`src/rtl/min_distance_sample_filter_defines.svh`:
```
// Assertion macros for the minimum-distance sample filter.
// Included by the top level; no other dependencies.
`ifndef MIN_DISTANCE_SAMPLE_FILTER_DEFINES_SVH
`define MIN_DISTANCE_SAMPLE_FILTER_DEFINES_SVH

`ifndef ASSERT_OFF
`define MDSF_ASSERT_IMP(lbl, clk, rst_n, ante, cons) \
  lbl: assert property (@(posedge clk) disable iff (!rst_n) (ante) |-> (cons)) \
    else $error("implication check failed");
`define MDSF_ASSERT_NXT(lbl, clk, rst_n, ante, cons) \
  lbl: assert property (@(posedge clk) disable iff (!rst_n) (ante) |=> (cons)) \
    else $error("next-cycle check failed");
`else
`define MDSF_ASSERT_IMP(lbl, clk, rst_n, ante, cons)
`define MDSF_ASSERT_NXT(lbl, clk, rst_n, ante, cons)
`endif

`endif

```
`src/rtl/mdsf_pkg.sv`:
```
`timescale 1ns / 1ps
// Shared types, widths and codes of the minimum-distance sample filter.
// No dependencies; imported by every module of the block.
package mdsf_pkg;

  localparam int MAX_SAMPLES = 64;
  localparam int PTR_W       = $clog2(MAX_SAMPLES);
  localparam int CNT_W       = 7;
  localparam int COORD_W     = 16;
  localparam int IDX_W       = 16;
  localparam int PC_W        = 16;
  localparam int TGT_W       = 7;
  localparam int THR_W       = 34;
  localparam int MAXREJ_W    = 16;
  localparam int REJ_W       = 17;
  localparam int DIFF_W      = COORD_W + 1;
  localparam int SQ_W        = 2 * DIFF_W;
  localparam int DIST_LAT    = 3;
  localparam int DRAIN_W     = $clog2(DIST_LAT);
  localparam int STAT_W      = 3;
  localparam int CFG_IDX_W   = 2;
  localparam int CFG_DATA_W  = 34;

  localparam logic [STAT_W-1:0] ST_ACCEPT = 3'd0;
  localparam logic [STAT_W-1:0] ST_CLOSE  = 3'd1;
  localparam logic [STAT_W-1:0] ST_DONE   = 3'd2;
  localparam logic [STAT_W-1:0] ST_GAVEUP = 3'd3;
  localparam logic [STAT_W-1:0] ST_BAD    = 3'd4;

  localparam logic [CFG_IDX_W-1:0] REG_POINT_COUNT = 2'd0;
  localparam logic [CFG_IDX_W-1:0] REG_TARGET      = 2'd1;
  localparam logic [CFG_IDX_W-1:0] REG_THRESHOLD   = 2'd2;
  localparam logic [CFG_IDX_W-1:0] REG_MAX_REJ     = 2'd3;

  typedef struct packed {
    logic signed [COORD_W-1:0] z;
    logic signed [COORD_W-1:0] y;
    logic signed [COORD_W-1:0] x;
  } point_t;

  typedef struct packed {
    logic valid;
    logic hit;
  } dist_res_t;

endpackage

```
`src/rtl/mdsf_cell.sv`:
```
`timescale 1ns / 1ps
// One cell of the stored-sample ring: holds one accepted point.
// Depends on mdsf_pkg.
module mdsf_cell (
  input  logic            clk,
  input  logic            shift_en,
  input  logic            load_en,
  input  mdsf_pkg::point_t shift_in,
  input  mdsf_pkg::point_t load_pt,
  output mdsf_pkg::point_t pt_out
);
  import mdsf_pkg::*;

  point_t pt_r;

  always_ff @(posedge clk) begin
    if (load_en) begin
      pt_r <= load_pt;
    end else if (shift_en) begin
      pt_r <= shift_in;
    end
  end

  assign pt_out = pt_r;

endmodule

```
`config.mk`:
```
export PLATFORM = sky130hd
export DESIGN_NAME = mdsf_cell
export DESIGN_NICKNAME = d
export VERILOG_FILES = /design/src/rtl/min_distance_sample_filter_defines.svh /design/src/rtl/mdsf_pkg.sv /design/src/rtl/mdsf_cell.sv
export SDC_FILE = /design/constraint.sdc
export NUM_CORES = 1
export LEC_CHECK = 0
export ABC_AREA = 1
export BUFFER_PORTS_ARGS = -buffer_cell sky130_fd_sc_hd__buf_4
export CAP_MARGIN = 40
export CORE_MARGIN = 5
export CORE_UTILIZATION = 44
export CTS_BUF_LIST = sky130_fd_sc_hd__clkbuf_8 sky130_fd_sc_hd__clkbuf_16
export DETAILED_ROUTE_END_ITERATION = 6
export PLACE_DENSITY = 0.85
export SETUP_SLACK_MARGIN = 0.5
export SLEW_MARGIN = 30
export SYNTH_ARGS = -nofsm -noshare
export SYNTH_HDL_FRONTEND = slang
export SYNTH_SLANG_ARGS = --single-unit
```
`constraint.sdc`:
```
create_clock -name clk -period 3.5 [get_ports clk]
set_clock_uncertainty 0.15 [all_clocks]
set_input_delay 0.525 -clock clk [delete_from_list [all_inputs] [get_ports clk]]
set_output_delay 0.525 -clock clk [all_outputs]
set_load 0.05 [all_outputs]
```
==> flow_metrics.py <==
metrics = {
    "pwr": {
        "comb_power_share": 0.324,
        "p_switching_w": 0.000488,
        "max-vdd-ir-drop_mv": 0.226,
        "swShare": 0.328,
        "p_clk_frac": 0.193,
        "power.density_mw_per_mm2": 458,
        "p_int_w": 0.00100,
        "p_seq_frac": 0.484,
        "p_leak_nw": 1.68,
    },
    "min_path": {
        "hold-path-cell-count": 3,
        "hold_path_class": "input pin to flop",
    },
    "cells_and_area": {
        "multiInputGateArea_um2": 547,
        "largest_register_ffs": 48,
        "antenna_cells": 0,
        "drive_above_1_share": 0.447,
        "fillers": 363,
        "final_common_cell": "buf_4",
        "layout_common_cells": "buf_4 (147), nand2_1 (144), edfxtp_1 (48), clkbuf_8 (5)",
        "syn_to_final_growth_pct": 56.8,
        "final_area_mm2": 0.00325,
        "num-nets-final": 448,
        "layout.area.seq_mm2": 0.00144,
    },
    "grt": {
        "overflow": 0,
        "grt_max_degree": 49,
        "antenna_found_initial": 0,
        "grt_pass1_vias": 1845,
        "grt_pass1_wl_um": 8560,
        "grt_usage": 0.181,
    },
    "worst_setup_path": {
        "crit_arrival_ns": 1.47,
        "end_kind": "flop",
        "max_stage_delay_ns": 0.54,
        "cp-endpoint": "pt_out[3]",
        "worstPathCellList": "buf_4 -> or2_2 -> buf_12",
        "required_ns": 3.40,
        "critPathMaxFanout": 25,
        "path_delay_family": "simple AND/OR/NAND/NOR gates",
        "start_kind": "input pin",
        "worst-path-stages": 3,
        "cpMaxStageDelayCell": "or2_2",
        "crit_type": "input pin to flop",
        "startpoint": "load_en",
        "critPathBufInv": 2,
    },
    "sta": {
        "finalCriticalPeriod_ns": 1.57,
        "finalHoldViolations": 0,
        "drv_slew": 0,
        "post-route-period-util": 0.448,
        "tightest_slew_ns": 0.776,
        "setup_tns_ns": 0,
        "clock.fmax_mhz": 638,
        "holdWs_ns": 0.346,
        "rsz0062_at_grt": "no",
        "finalSetupViolCount": 0,
        "slew_headroom": 0.482,
    },
    "cts": {
        "h-tree-depth": 2,
        "cts_buffers": 5,
        "cts_resized": 0,
        "post-cts-setup-buffer-count": 0,
        "cts_tree": "yes",
        "clkSlewWorstSetupHoldPaths_ns": 0.08,
        "root_buffer": "clkbuf_8",
        "clock_path_buffers": 2,
        "postCtsHoldBufs": 0,
        "cts.sinks": 48,
    },
    "drt": {
        "wire_per_inst_um": 13.7,
        "routed-via-count": 1857,
        "drt_iter0_markers": 72,
        "viasPerCell": 4.63,
        "dr.max_layer_used": "met4",
        "routed_wl_um": 5510,
        "wl_met1_um": 1910,
        "dr.pass1.iters": 4,
        "final_antenna_net_count": 0,
        "drc": 0,
        "wl_met3_um": 634,
        "met2_length_um": 2900,
    },
    "logic_synthesis": {
        "syn_nets": 304,
        "synthMuxAreaShare": 0,
        "synth_fa_ha_area_frac": 0,
        "synth_top_area_share": 0.695,
        "netlist.top_cell.by_area": "edfxtp_1",
        "synthSimpleGateAreaFrac": 0.264,
        "synth.avg_cell_area_um2": 10.1,
        "ys_warn_count": 0,
        "synth_xor_area_frac": 0,
        "synthesis.area_mm2": 0.00207,
        "synth_top_family_by_area": "simple AND/OR/NAND/NOR gates",
        "yosysSeqAreaShare": 0.695,
        "yosys-top-cells-area": "edfxtp_1 (69%), nand2_1 (26%), buf_6 (2.2%)",
        "synth_compound_area_frac": 0,
        "syn_inst": 205,
        "ys_types": 7,
        "ys_seq_elements": 48,
    },
    "die": {
        "core.rowCount": 25,
        "core_mm2": 0.00466,
        "die_width_um": 78.7,
        "die_area_mm2": 0.00619,
        "initial_core_util": 0.445,
        "ios": 147,
        "die_h_um": 78.7,
    },
    "place": {
        "placed_area_mm2": 0.00318,
        "io_buffers": 146,
        "gp_congestion": 0.729,
        "dp_hpwl_um": 4220,
    },
    "outcome": {
        "status": "finished, final reports clean",
    },
    "run": {
        "maxCapViolCount": 0,
    },
}
## cell type report
| cell class | count | area share |
|---|---|---|
| clock buffers | 5 | 0.0212 |
| inverters | 1 | 0.00115 |
| multi-input cells | 145 | 0.168 |
| flip-flops and latches | 48 | 0.443 |
| well taps | 54 | 0.0208 |
| repair buffers | 148 | 0.346 |
## how the worst min path moves through the flow
stage	start	end	slack, ns
floorplan	shift_in[0]	pt_out[0]	0.55
global placement	shift_in[9]	pt_out[9]	0.64
detailed placement	shift_in[22]	pt_out[22]	0.64
CTS	shift_in[8]	pt_out[8]	0.34
global route	shift_in[1]	pt_out[1]	0.33
finish	shift_in[22]	pt_out[22]	0.35
## cells by family after synthesis
family                 Yosys count
buffers and inverters           12
DFF                             48
and+or+nand+nor                145
## cell usage after synthesis
cell type / number
nand2_1: 144
or2_1: 1
inv_2: 1
buf_4: 1
edfxtp_1: 48
buf_2: 6
buf_6: 4
## through the flow
stage,utilization,total power (W),instances,worst slack [ns]
after CTS,0.698,0.00150,401,1.93
after detailed placement,0.683,0.00122,396,1.61
after floorplan,-,0.00103,205,1.07
final,0.698,0.00149,401,1.93
after global routing,0.698,0.00156,401,1.89
after global placement,0.683,0.00121,396,1.63
## power groups by stage
| stage | logic [W] | registers [W] | clock network, W |
|---|---|---|---|
| 3_3_place_gp | 0.000480 | 0.000732 | 0 |
| 2_1_floorplan | 0.0000645 | 0.000962 | 0 |
| 3_5_place_dp | 0.000487 | 0.000734 | 0 |
| 4_1_cts | 0.000487 | 0.000721 | 0.000292 |
| 6_report | 0.000483 | 0.000720 | 0.000287 |
| 5_1_grt | 0.000509 | 0.000728 | 0.000320 |
## routing by layer
layer / track usage / vias to the layer above
li1: - / 935
met1: 0.195 / 817
met2: 0.321 / 97
met3: 0.0768 / 8
met4: 0.0542 / 0
met5: 0 / -
## worst min-delay path: stages
cell	delay (ns)
buf_4	0.08
nand2_1	0.04
nand2_1	0.04
Note: power is estimated with default switching activity, not from simulation.
