[config.mk]
export PLATFORM = sky130hd
export DESIGN_NAME = mdsf_dist
export DESIGN_NICKNAME = d
export VERILOG_FILES = /design/src/rtl/min_distance_sample_filter_defines.svh /design/src/rtl/mdsf_pkg.sv /design/src/rtl/mdsf_dist.sv
export SDC_FILE = /design/constraint.sdc
export NUM_CORES = 2
export LEC_CHECK = 0
export BUFFER_PORTS_ARGS = -buffer_cell sky130_fd_sc_hd__buf_4
export CORE_UTILIZATION = 60
export DETAILED_ROUTE_END_ITERATION = 16
export PLACE_DENSITY_LB_ADDON = 0.05
export SLEW_MARGIN = 5
export SYNTH_ARGS = -nofsm -noshare
export SYNTH_HDL_FRONTEND = slang
export SYNTH_SLANG_ARGS = --single-unit
[constraint.sdc]
create_clock -name clk -period 8.9 [get_ports clk]
set_clock_uncertainty 0.15 [all_clocks]
set_input_delay 1.78 -clock clk [delete_from_list [all_inputs] [get_ports clk]]
set_output_delay 1.78 -clock clk [all_outputs]
set_load 0.01 [all_outputs]
[src/rtl/min_distance_sample_filter_defines.svh]
// Assertion macros for the minimum-distance sample filter.
// Included by the top level; no other dependencies.
`ifndef MIN_DISTANCE_SAMPLE_FILTER_DEFINES_SVH
`define MIN_DISTANCE_SAMPLE_FILTER_DEFINES_SVH

`ifndef ASSERT_OFF
`define MDSF_ASSERT_IMP(lbl, clk, rst_n, ante, cons) \
  lbl: assert property (@(posedge clk) disable iff (!rst_n) (ante) |-> (cons)) \
    else $error("implication check failed");
`define MDSF_ASSERT_NXT(lbl, clk, rst_n, ante, cons) \
  lbl: assert property (@(posedge clk) disable iff (!rst_n) (ante) |=> (cons)) \
    else $error("next-cycle check failed");
`else
`define MDSF_ASSERT_IMP(lbl, clk, rst_n, ante, cons)
`define MDSF_ASSERT_NXT(lbl, clk, rst_n, ante, cons)
`endif

`endif

[src/rtl/mdsf_pkg.sv]
`timescale 1ns / 1ps
// Shared types, widths and codes of the minimum-distance sample filter.
// No dependencies; imported by every module of the block.
package mdsf_pkg;

  localparam int MAX_SAMPLES = 64;
  localparam int PTR_W       = $clog2(MAX_SAMPLES);
  localparam int CNT_W       = 7;
  localparam int COORD_W     = 16;
  localparam int IDX_W       = 16;
  localparam int PC_W        = 16;
  localparam int TGT_W       = 7;
  localparam int THR_W       = 34;
  localparam int MAXREJ_W    = 16;
  localparam int REJ_W       = 17;
  localparam int DIFF_W      = COORD_W + 1;
  localparam int SQ_W        = 2 * DIFF_W;
  localparam int DIST_LAT    = 3;
  localparam int DRAIN_W     = $clog2(DIST_LAT);
  localparam int STAT_W      = 3;
  localparam int CFG_IDX_W   = 2;
  localparam int CFG_DATA_W  = 34;

  localparam logic [STAT_W-1:0] ST_ACCEPT = 3'd0;
  localparam logic [STAT_W-1:0] ST_CLOSE  = 3'd1;
  localparam logic [STAT_W-1:0] ST_DONE   = 3'd2;
  localparam logic [STAT_W-1:0] ST_GAVEUP = 3'd3;
  localparam logic [STAT_W-1:0] ST_BAD    = 3'd4;

  localparam logic [CFG_IDX_W-1:0] REG_POINT_COUNT = 2'd0;
  localparam logic [CFG_IDX_W-1:0] REG_TARGET      = 2'd1;
  localparam logic [CFG_IDX_W-1:0] REG_THRESHOLD   = 2'd2;
  localparam logic [CFG_IDX_W-1:0] REG_MAX_REJ     = 2'd3;

  typedef struct packed {
    logic signed [COORD_W-1:0] z;
    logic signed [COORD_W-1:0] y;
    logic signed [COORD_W-1:0] x;
  } point_t;

  typedef struct packed {
    logic valid;
    logic hit;
  } dist_res_t;

endpackage

[src/rtl/mdsf_dist.sv]
`timescale 1ns / 1ps
// Pipelined squared-distance compare: difference, square, sum and compare.
// Depends on mdsf_pkg.
module mdsf_dist (
  input  logic                        clk,
  input  logic                        rst_n,
  input  logic                        in_valid,
  input  mdsf_pkg::point_t            pa,
  input  mdsf_pkg::point_t            pb,
  input  logic [mdsf_pkg::THR_W-1:0]  thr,
  output mdsf_pkg::dist_res_t         res
);
  import mdsf_pkg::*;

  logic                     v1_r, v2_r;
  logic signed [DIFF_W-1:0] dx_r, dy_r, dz_r;
  logic signed [SQ_W-1:0]   px, py, pz;
  logic [SQ_W-1:0]          sqx_r, sqy_r, sqz_r;
  logic [SQ_W-1:0]          sum;
  dist_res_t                res_r;

  assign px  = dx_r * dx_r;
  assign py  = dy_r * dy_r;
  assign pz  = dz_r * dz_r;
  assign sum = sqx_r + sqy_r + sqz_r;

  always_ff @(posedge clk) begin
    if (!rst_n) begin
      v1_r  <= 1'b0;
      v2_r  <= 1'b0;
      res_r <= '0;
    end else begin
      v1_r        <= in_valid;
      v2_r        <= v1_r;
      res_r.valid <= v2_r;
      res_r.hit   <= v2_r && (sum < thr);
    end
  end

  always_ff @(posedge clk) begin
    dx_r  <= DIFF_W'(pa.x) - DIFF_W'(pb.x);
    dy_r  <= DIFF_W'(pa.y) - DIFF_W'(pb.y);
    dz_r  <= DIFF_W'(pa.z) - DIFF_W'(pb.z);
    sqx_r <= px;
    sqy_r <= py;
    sqz_r <= pz;
  end

  assign res = res_r;

endmodule

==> summary.md <==
| Metric | Value |
|---|---|
| Slew @ Worst Pin | `1.10 ns` |
| CP bufs+invs | `2` |
| TritonRoute pass-1 iters | `5` |
| Post-Syn Instances | `4012` |
| Filler cells | `5458` |
| Max Cap Viol | `0` |
| Hold Buf Count CTS | `0` |
| PortBufs | `134` |
| Initial DRC Count | `1165` |
| Initial antenna violation count | `0` |
| Number of clock sinks | `154` |
| CP cell instances | `and2_1, fa_1, fa_1, fa_1, fa_1, fa_1, inv_1, fa_1, inv_1, ha_1, a21o_1, a221oi_1, nand2_1, a311oi_1, o21ai_1, o41ai_2, o21ai_1, a21o_1, xor2_1` |
| Final Hold Viols | `0` |
| Register area | `0.00308 mm²` |
| CP peak stage delay | `0.92 ns` |
| #FFs+latches synth | `154` |
| Mean Syn Cell Area | `9.40 µm²` |
| CTS Root Cell | `clkbuf_16` |
| Post-CTS Resized | `0` |
| Clk_lat worst skew | `0.49 ns` |
| YS warnings | `0` |
| Layout cells sized above 1 | `5.22%` |
| Crit-path max FO | `21` |
| Overflow after GRT | `0` |
| Hold slack | `0.289 ns` |
| Number of global-route vias before repair | `27176` |
| Residual DRC | `0` |
| Via density | `5.14` |
| Largest net degree at the start of global routing | `34` |
| Post-route ant nets | `0` |
| Hold WC Path Type | `flip-flop to flip-flop` |
| Num CTS Buffers | `17` |
| Die height | `253 µm` |
| Crit path capture type | `flip-flop` |
| Final setup vio count | `0` |
| Critical Path Start Type | `flip-flop` |
| # nets final | `5440` |
| Final Cycle Share | `83.1%` |
| Die width | `253 µm` |
| Number of placement rows | `91` |
| Setup_tns | `0 ns` |
| Ys async rst share | `0%` |
| Routed via count | `25385` |
| Critical path class | `flip-flop to flip-flop` |
| Starting Density | `60.9%` |
| Design area | `0.0401 mm²` |
| Post-synth EDFFs | `0` |
| Critical path data required time | `9.13 ns` |
| Worst EP arrival | `7.62 ns` |
| Max Buffers Root-to-Sink | `2` |
| Final std cells w/o fill | `4940` |
| First-pass GRT wire length | `133 mm` |
| Peak Freq | `135 MHz` |
| Max-slew violation count | `0` |
| Htree depth | `4` |
| Multi-input gate area | `0.0301 mm²` |
| Seq/Total Area, Yosys | `8.17%` |
| Synth unique cells | `71` |
| Area Growth Syn to Fin | `6.22%` |
| Status | `complete, no violations` |
| Synth Cell Area | `0.0377 mm²` |
| Wirelength per Cell | `15.5 µm` |
| Dpl hpwl | `66.8 mm` |
| RSZ-0062 raised after global routing | `no` |
| DP Cell Count | `4908` |
| Slowest cell on the critical path | `dfxtp_1` |
| Core area | `0.0619 mm²` |
| Num ports | `135` |
| CP top delay family | `adder cells` |
| Clock transition at path regs | `0.07 ns` |
| Post-place instance area | `0.0395 mm²` |
| Primary FF master, synth | `dfxtp_1` |
| # diodes | `0` |
| Post-CTS setup buffer count | `0` |
| Die area | `0.0639 mm²` |
| Placer Congestion | `0.874` |
| Worst reg2reg setup slack | `1.50 ns` |
| Final Critical Period | `7.40 ns` |
| Global Route Usage Sum | `26.4%` |
| Total wire length | `76.4 mm` |
| CTS tree | `done` |
| Crit-path most repeated cell | `fa_1` |
| Max transition margin | `26.3%` |
==> layer usage <==
| layer | up-vias | wire (µm) | part of all wire (%) | track usage, % |
|---|---|---|---|---|
| met5 | - | 0 | 0 | 0 |
| met4 | 0 | 1240 | 1.6 | 5.65 |
| met3 | 62 | 2830 | 3.7 | 3.10 |
| met2 | 423 | 37200 | 49 | 44.4 |
| met1 | 12712 | 35200 | 46 | 36.9 |
| li1 | 12188 | - | - | - |
==> registers in the layout (all words and copies together), names as in the netlist <==
| name | flops |
|---|---|
| sqx_r | 33 |
| sqy_r | 33 |
| sqz_r | 33 |
| dx_r | 17 |
| dy_r | 17 |
| dz_r | 17 |
| res | 2 |
| v1_r | 1 |
| v2_r | 1 |
==> layout by cell type (no fill, tap or decap), types with 47 or more instances in the layout <==
cell | synthesis | final
a21o_1 | 47 | 47
a21oi_1 | 123 | 123
and2_1 | 176 | 176
buf_4 | 0 | 139
dfxtp_1 | 154 | 154
fa_1 | 834 | 834
ha_1 | 383 | 383
inv_1 | 1122 | 1122
nand2_1 | 289 | 289
nor2_1 | 127 | 127
nor2b_1 | 58 | 58
o21ai_0 | 52 | 52
xnor2_1 | 167 | 167
==> synthesized netlist by cell type, types with 5 or more instances <==
cell	n	area, µm²
a211oi_1	17	128
a21boi_0	5	37.5
a21o_1	47	353
a21oi_1	123	616
a31o_2	15	131
a31oi_1	6	37.5
a41o_1	6	60.1
and2_1	176	1100
and3_1	14	87.6
clkbuf_1	77	289
dfxtp_1	154	3080
fa_1	834	16700
ha_1	383	4790
inv_1	1122	4210
nand2_1	289	1080
nand2b_1	32	200
nand3_1	36	180
nand4_1	13	81.3
nor2_1	127	477
nor2b_1	58	363
nor3_1	35	175
o2111ai_1	6	52.6
o211ai_1	12	90.1
o21a_1	29	218
o21ai_0	52	260
o21ai_1	14	70.1
o21bai_1	15	113
o31a_1	5	43.8
o41ai_1	5	43.8
o41ai_2	5	81.3
or2_2	10	62.6
or3_1	10	62.6
xnor2_1	167	1460
xor2_1	41	359
==> worst register-to-register path: stages (launching register included) <==
cell and delay, ns:
dfxtp_1 0.92, and2_1 0.34, fa_1 0.57, fa_1 0.57, fa_1 0.44, fa_1 0.51, fa_1 0.49, inv_1 0.05
fa_1 0.47, inv_1 0.04, ha_1 0.36, a21o_1 0.23, a221oi_1 0.37, nand2_1 0.10, a311oi_1 0.60, o21ai_1 0.23
o41ai_2 0.43, o21ai_1 0.10, a21o_1 0.19, xor2_1 0.13
==> worst paths after layout <==
kind,startpoint,cells after the start,to
setup / recovery,dy_r[2]$_DFF_P_,19,sqy_r[31]$_DFF_P_
hold / removal,v1_r$_SDFF_PN0_,1,v2_r$_SDFF_PN0_
setup reg to reg,dy_r[2]$_DFF_P_,19,sqy_r[31]$_DFF_P_
hold reg to reg,v1_r$_SDFF_PN0_,1,v2_r$_SDFF_PN0_
==> cell type report <==
class                      instances  area share [%]
clock buffer                      18            1.07
clock inverter                    14           0.325
inverter                        1122            10.5
multi-input combinational       2656            75.2
sequential                       154            7.69
tap                              837            2.61
timing repair buffer             139            2.60
==> per-stage QoR <==
step                      setup WS [ns]  utilization (%)
after floorplan                    2.48                -
after global placement             1.73             63.8
after detailed placement           1.61             63.8
after CTS                          1.58             64.7
after global routing               1.16             64.7
final                              1.50             64.7
==> cells by family after synthesis <==
| logic type | Yosys count | synth area share, % |
|---|---|---|
| fa+ha+maj | 1217 | 56.9 |
| buf+inv | 1203 | 12.0 |
| simple gates | 817 | 10.6 |
| compound gates | 404 | 7.23 |
| xor+xnor | 208 | 4.83 |
| flops | 154 | 8.17 |
| mux | 7 | 0.199 |
| other cells | 2 | 0.0199 |
Power is left out: the tool's default activity adds up to more than one toggle a clock period on the data nets, which glitch-free logic cannot reach.
